==> src/design/kdlp_pkg.sv <==
package kdlp_pkg;

  localparam int KEY_W = 5;
  localparam int CNT_W = 8;

  localparam logic [KEY_W-1:0] KEY_NONE = 5'd0;
  localparam logic [KEY_W-1:0] KEY_S12  = 5'd12;
  localparam logic [KEY_W-1:0] KEY_S13  = 5'd13;
  localparam logic [KEY_W-1:0] KEY_S16  = 5'd16;
  localparam logic [KEY_W-1:0] KEY_S17  = 5'd17;

  localparam logic [CNT_W-1:0] CNT_MAX            = 8'd255;
  localparam logic [CNT_W-1:0] LONG_TICKS_DEFAULT = 8'd50;

  // register indexes
  localparam logic REG_LONG_TICKS = 1'b0;

  typedef enum logic [2:0] {
    PH_IDLE    = 3'd0,
    PH_CONFIRM = 3'd1,
    PH_PLAIN   = 3'd2,
    PH_COUNT13 = 3'd3,
    PH_SILENT  = 3'd4,
    PH_COUNT12 = 3'd5
  } phase_t;

endpackage

==> src/design/key_debounce_long_press_unit.sv <==
// Output: a result is registered and is on the output in the cycle after the tick that causes it is transferred.
// Throughput: one tick per cycle; in_ready = !out_valid || out_ready, so only a stalled
//   result held in the single output register holds off the next tick.
// Reset (rst, synchronous, active high): phase idle, held key and count cleared,
//   long_press_ticks back to 50, output register empty.
module key_debounce_long_press_unit
  import kdlp_pkg::*;
(
  input  logic        clk,
  input  logic        rst,
  input  logic        in_valid,
  output logic        in_ready,
  input  logic        key_s12,
  input  logic        key_s13,
  input  logic        key_s16,
  input  logic        key_s17,
  output logic        out_valid,
  input  logic        out_ready,
  output logic [4:0]  event_key,
  output logic        long_press,
  input  logic        psel,
  input  logic        penable,
  input  logic        pwrite,
  input  logic [2:0]  paddr,
  input  logic [31:0] pwdata,
  output logic [31:0] prdata,
  output logic        pready
);

  phase_t           phase, phase_next;
  logic [KEY_W-1:0] held_key, held_key_next;
  logic [CNT_W-1:0] hold_count, hold_count_next;
  logic [CNT_W-1:0] long_press_ticks;
  logic [KEY_W-1:0] scan_key;
  logic [CNT_W-1:0] count_inc;
  logic             emit;
  logic             emit_long;
  logic             in_xfer;

  assign pready   = 1'b1;
  assign in_ready = !out_valid || out_ready;
  assign in_xfer  = in_valid && in_ready;

  always_ff @(posedge clk) begin
    if (rst) begin
      long_press_ticks <= LONG_TICKS_DEFAULT;
    end else if (psel && penable && pwrite && pready && paddr[2] == REG_LONG_TICKS) begin
      long_press_ticks <= pwdata[CNT_W-1:0];
    end
  end

  always_comb begin
    prdata = '0;
    if (paddr[2] == REG_LONG_TICKS) begin
      prdata = {{(32-CNT_W){1'b0}}, long_press_ticks};
    end
  end

  // scan priority 17 > 13 > 16 > 12
  always_comb begin
    if (key_s17) begin
      scan_key = KEY_S17;
    end else if (key_s13) begin
      scan_key = KEY_S13;
    end else if (key_s16) begin
      scan_key = KEY_S16;
    end else if (key_s12) begin
      scan_key = KEY_S12;
    end else begin
      scan_key = KEY_NONE;
    end
  end

  // saturating held-tick count
  assign count_inc = (hold_count < CNT_MAX) ? hold_count + 8'd1 : hold_count;

  // next state
  always_comb begin
    phase_next      = phase;
    held_key_next   = held_key;
    hold_count_next = hold_count;
    case (phase)
      PH_IDLE: begin
        if (scan_key != KEY_NONE) phase_next = PH_CONFIRM;
      end
      PH_CONFIRM: begin
        if (scan_key != KEY_NONE) begin
          held_key_next = scan_key;
          if (scan_key == KEY_S13) begin
            hold_count_next = '0;
            phase_next      = PH_COUNT13;
          end else if (scan_key == KEY_S12) begin
            hold_count_next = '0;
            phase_next      = PH_COUNT12;
          end else begin
            phase_next = PH_PLAIN;
          end
        end else begin
          phase_next = PH_IDLE;
        end
      end
      PH_PLAIN: begin
        if (scan_key == KEY_NONE) phase_next = PH_IDLE;
      end
      PH_COUNT13, PH_COUNT12: begin
        if (scan_key != KEY_NONE) begin
          hold_count_next = count_inc;
          if (count_inc >= long_press_ticks) phase_next = PH_SILENT;
        end else begin
          phase_next = PH_IDLE;
        end
      end
      PH_SILENT: begin
        if (scan_key == KEY_NONE) phase_next = PH_IDLE;
      end
      default: begin
        phase_next = PH_IDLE;
      end
    endcase
  end

  // result decode
  always_comb begin
    emit      = 1'b0;
    emit_long = 1'b0;
    case (phase)
      PH_PLAIN: begin
        emit = (scan_key == KEY_NONE);
      end
      PH_COUNT13, PH_COUNT12: begin
        if (scan_key != KEY_NONE) begin
          emit      = (count_inc >= long_press_ticks);
          emit_long = 1'b1;
        end else begin
          emit = 1'b1;
        end
      end
      default: begin
        emit = 1'b0;
      end
    endcase
  end

  always_ff @(posedge clk) begin
    if (rst) begin
      phase      <= PH_IDLE;
      held_key   <= KEY_NONE;
      hold_count <= '0;
    end else if (in_xfer) begin
      phase      <= phase_next;
      held_key   <= held_key_next;
      hold_count <= hold_count_next;
    end
  end

  always_ff @(posedge clk) begin
    if (rst) begin
      out_valid <= 1'b0;
    end else if (in_xfer && emit) begin
      out_valid <= 1'b1;
    end else if (out_ready) begin
      out_valid <= 1'b0;
    end
  end

  always_ff @(posedge clk) begin
    if (in_xfer && emit) begin
      event_key  <= held_key;
      long_press <= emit_long;
    end
  end

  a_key_code: assert property (@(posedge clk) disable iff (rst)
    out_valid |-> (event_key == KEY_S12 || event_key == KEY_S13 ||
                   event_key == KEY_S16 || event_key == KEY_S17))
    else $error("reported key is not a valid key code");

  a_long_keys: assert property (@(posedge clk) disable iff (rst)
    (out_valid && long_press) |-> (event_key == KEY_S12 || event_key == KEY_S13))
    else $error("long press reported for key without hold counting");

  a_count_key: assert property (@(posedge clk) disable iff (rst)
    (phase == PH_COUNT13) |-> (held_key == KEY_S13))
    else $error("counting phase does not match held key");

  a_in_free: assert property (@(posedge clk) disable iff (rst)
    !out_valid |-> in_ready)
    else $error("input stalled with empty output register");

  a_emit_leaves: assert property (@(posedge clk) disable iff (rst)
    (in_xfer && emit) |=> (phase == PH_IDLE || phase == PH_SILENT))
    else $error("phase after a result is neither idle nor silent");

endmodule
==> config.mk <==
export PLATFORM = sky130hd
export DESIGN_NAME = key_debounce_long_press_unit
export DESIGN_NICKNAME = d
export VERILOG_FILES = /design/src/design/kdlp_pkg.sv /design/src/design/key_debounce_long_press_unit.sv
export SDC_FILE = /design/constraint.sdc
export NUM_CORES = 1
export LEC_CHECK = 0
export ABC_AREA = 1
export BUFFER_PORTS_ARGS = -buffer_cell sky130_fd_sc_hd__buf_2
export CAP_MARGIN = 20
export CORE_MARGIN = 3
export CORE_UTILIZATION = 30
export CTS_BUF_LIST = sky130_fd_sc_hd__clkbuf_16
export CTS_CLUSTER_DIAMETER = 30
export CTS_CLUSTER_SIZE = 12
export DETAILED_ROUTE_END_ITERATION = 8
export SKIP_LAST_GASP = 1
export SYNTH_ARGS = -nofsm -noshare
export SYNTH_HDL_FRONTEND = slang
export SYNTH_SLANG_ARGS = --single-unit
export TNS_END_PERCENT = 20
==> constraint.sdc <==
create_clock -name clk -period 2.35 [get_ports clk]
set_clock_uncertainty 0.2 [all_clocks]
set_input_delay 0.47 -clock clk [delete_from_list [all_inputs] [get_ports clk]]
set_output_delay 0.47 -clock clk [all_outputs]
set_load 0.05 [all_outputs]
==> results_dict.tcl <==
set metrics [dict create \
    worst_ep_required_time_ns 2.18 \
    core-area_um2 5710 \
    synth_top_area_share_pct 25.2 \
    tritoncts "yes" \
    period_minus_slack_ns 2.42 \
    maxCapViolations 0 \
    grt_antenna_before_repair 0 \
    ys_async_sr_fraction_pct 0 \
    synth-edff-count 4 \
    avgSynthCellArea_um2 7.03 \
    antenna_cells 0 \
    syn2layout_area_growth_pct 20.1 \
    drive_gt1_share_pct 27.0 \
    syn-cell-area_um2 1830 \
    finalSetupViolCount 7 \
    drt_wl_total_um 3730 \
    cts_root_buf "clkbuf_16" \
    irDropWorstVdd_v 0.000253 \
    grt_pass1_wl_um 6040 \
    numPortBuffers 34 \
    fillCellCount 609 \
    die_area_um2 7060 \
    cts_buffer_depth 2 \
    cts_buffers 3 \
    cts_sinks 27 \
    synth_xor_area_share_pct 0.959 \
    synth_compound_area_share_pct 12.5 \
    synth_top_family_by_area "simple AND/OR/NAND/NOR gates" \
    yosysTopAreaCell "dfxtp_1" \
    max_stage_delay_ns 0.35 \
    layout.nets 363 \
    crit_top_cell "nand2_1" \
    critPathLaunchType "flip-flop" \
    synth_ff_type "dfxtp_1" \
    fp.dieH_um 84.0 \
    p_seq_share_pct 42.3 \
    drtAntennaViolNets 0 \
    dieWidth_um 84.0 \
    syn_inst 260 \
    end_kind "flip-flop" \
    clk_latency_ns 0.26 \
    synth_cell_types 33 \
    drt_iter0_markers 74 \
    hp-class "input port to flip-flop" \
    critPathMaxFanout 8 \
    gr-total-overflow 0 \
    pre_cts_ws_ns -0.188 \
    cts_max_level 1 \
    ys_top_cells_by_count "nand2_1 (59), inv_1 (36), buf_4 (27)" \
    p_int_w 0.000794 \
    row_count 27 \
    tns_ns -0.461 \
    rsz0062_at_grt "yes" \
    cp.arrival_ns 2.25 \
    dpl_cell_area_um2 2060 \
    start_util_pct 32.0 \
    fin_util_pct 38.4 \
    seq_area_frac_synth_pct 31.8 \
    synthAdderAreaFrac_pct 6.16 \
    violations "negative setup slack" \
    synthSimpleGateAreaFrac_pct 27.6 \
    hold_buffers 0 \
    drc_errors 0 \
    slew_violations 0 \
    place.gp.congestion 0.808 \
    fmax_ghz 0.413 \
    synth_seq_cells 27 \
    num_vias 1593 \
    final_area_um2 2190 \
    setup_slack_ns -0.0737 \
    ys_top_cells_by_area "dfxtp_1 (25%), nand2_1 (12%), buf_4 (11%)" \
    synth.most_common_cell "nand2_1" \
    swShare_pct 34.0 \
    yosysWarningCount 0 \
    cellLeakagePower_nw 1.13 \
    worst_path_max_delay_cell "dfxtp_2" \
    synth_mux_area_share_pct 0 \
    timing.final.crit_share_pct 103 \
    wl_per_cell_um 9.83 \
    grt_usage_pct 9.99 \
    switchingPower_w 0.000408 \
    powerDensity_nw_per_um2 548 \
    finalHoldViolations 0 \
    first_global_vias 1374 \
    path_cells "ha_4 > nand3_2 > nor2_4 > nand3_4 > or2_1 > nand2_1 > ha_1 > inv_1 > nand2_1 > nand2_1 > nand2_1 > nand2_1 > nand2_1 > nand2_2 > nand2_1 > nand3_2 > inv_2" \
    dr.pass1.iters 4 \
    clkTransAtPathRegs_ns 0.07 \
    grt_max_degree 16 \
    via_per_inst 4.20 \
    combPwrFrac_pct 25.2 \
    num_io_pins 87 \
    crit_type "flip-flop to flip-flop" \
    clkPwrFrac_pct 32.5 \
    status "finished with violations" \
    hpwl_um 2970 \
]
-- layout by cell type (no fill, tap or decap), types with 2 or more instances in the layout --
cell / instances
nand2_1: 58
inv_1: 35
buf_2: 34
conb_1: 26
nor2_1: 23
dfxtp_1: 21
a21oi_1: 18
buf_4: 16
nand3_1: 9
o21ai_0: 8
ha_1: 8
inv_2: 5
nand2_2: 4
nor2_2: 4
edfxtp_1: 4
nand3_2: 3
a21oi_2: 3
o211ai_1: 3
clkbuf_16: 3
o21ai_1: 2
nor3_1: 2
a31oi_1: 2
dfxtp_2: 2
-- through the flow --
| step | hold WS [ns] | std cells | total power, W |
|---|---|---|---|
| after floorplan | 0.203 | 284 | 0.000799 |
| after global placement | 0.214 | 372 | 0.000816 |
| after detailed placement | 0.216 | 372 | 0.000818 |
| after CTS | 0.232 | 379 | 0.00121 |
| after global routing | 0.236 | 379 | 0.00126 |
| final | 0.231 | 379 | 0.00120 |
-- area by class of cell --
class                           instances  area [µm²]  share of cell area [%]
Sequential cell                        27         583                    26.6
Clock inverter                          1        5.00                   0.228
Inverter                               40         150                    6.85
Tap cell                               72        90.1                    4.11
Multi-Input combinational cell        186        1000                    45.6
Timing Repair Buffer                   50         290                    13.2
Clock buffer                            3        75.1                    3.42
-- repair_timing --
item                       in CTS  in global routing
setup endpoints to repair       8                  8
buffers inserted                3                  0
gates resized for setup         5                  2
pin swaps                       1                  0
-- cells by family (layout without fill, tap and decap cells) --
family	after synthesis	after routing
AND/OR/NAND/NOR	110	110
AO/OA/AOI/OAI	39	39
other	2	26
flip-flops	27	27
buffers and inverters	71	94
adder cells (fa/ha/maj)	9	9
XOR/XNOR	2	2
-- worst max-delay path, delay by kind of cell, from the launching register on --
family / cells / cell delay (ns)
buffers and inverters: 2 / 0.12
adders and majority gates: 2 / 0.36
and+or+nand+nor: 13 / 1.17
DFF: 1 / 0.35
-- per-layer routing --
layer  global-route usage (%)  routed length [µm]
met1                     14.0                1820
met5                        0                   0
met4                     2.19                  22
met2                     16.4                1720
met3                     1.09                 167
-- final timing paths --
path         cells past startpoint                  end  slack (ns)           from
min reg2reg                      0         event_key[3]        0.23    held_key[3]
max reg2reg                     17         event_key[4]       -0.07  hold_count[1]
min                              3  long_press_ticks[1]        0.23      pwdata[1]
max                             17         event_key[4]       -0.07  hold_count[1]
-- registers in the layout (all words and copies together), names as in the netlist --
signal / count
hold_count: 8
out_valid: 1
long_press_ticks: 8
phase: 3
long_press: 1
held_key: 3
event_key: 3
-- power by group through the flow --
stage | registers, W | clock network (W) | logic (W)
after CTS | 0.000509 | 0.000396 | 0.000302
after detailed placement | 0.000519 | 0 | 0.000298
after global routing | 0.000513 | 0.000416 | 0.000333
after floorplan | 0.000517 | 0 | 0.000282
final | 0.000509 | 0.000390 | 0.000303
after global placement | 0.000519 | 0 | 0.000297
(Power assumes the default switching activity.)
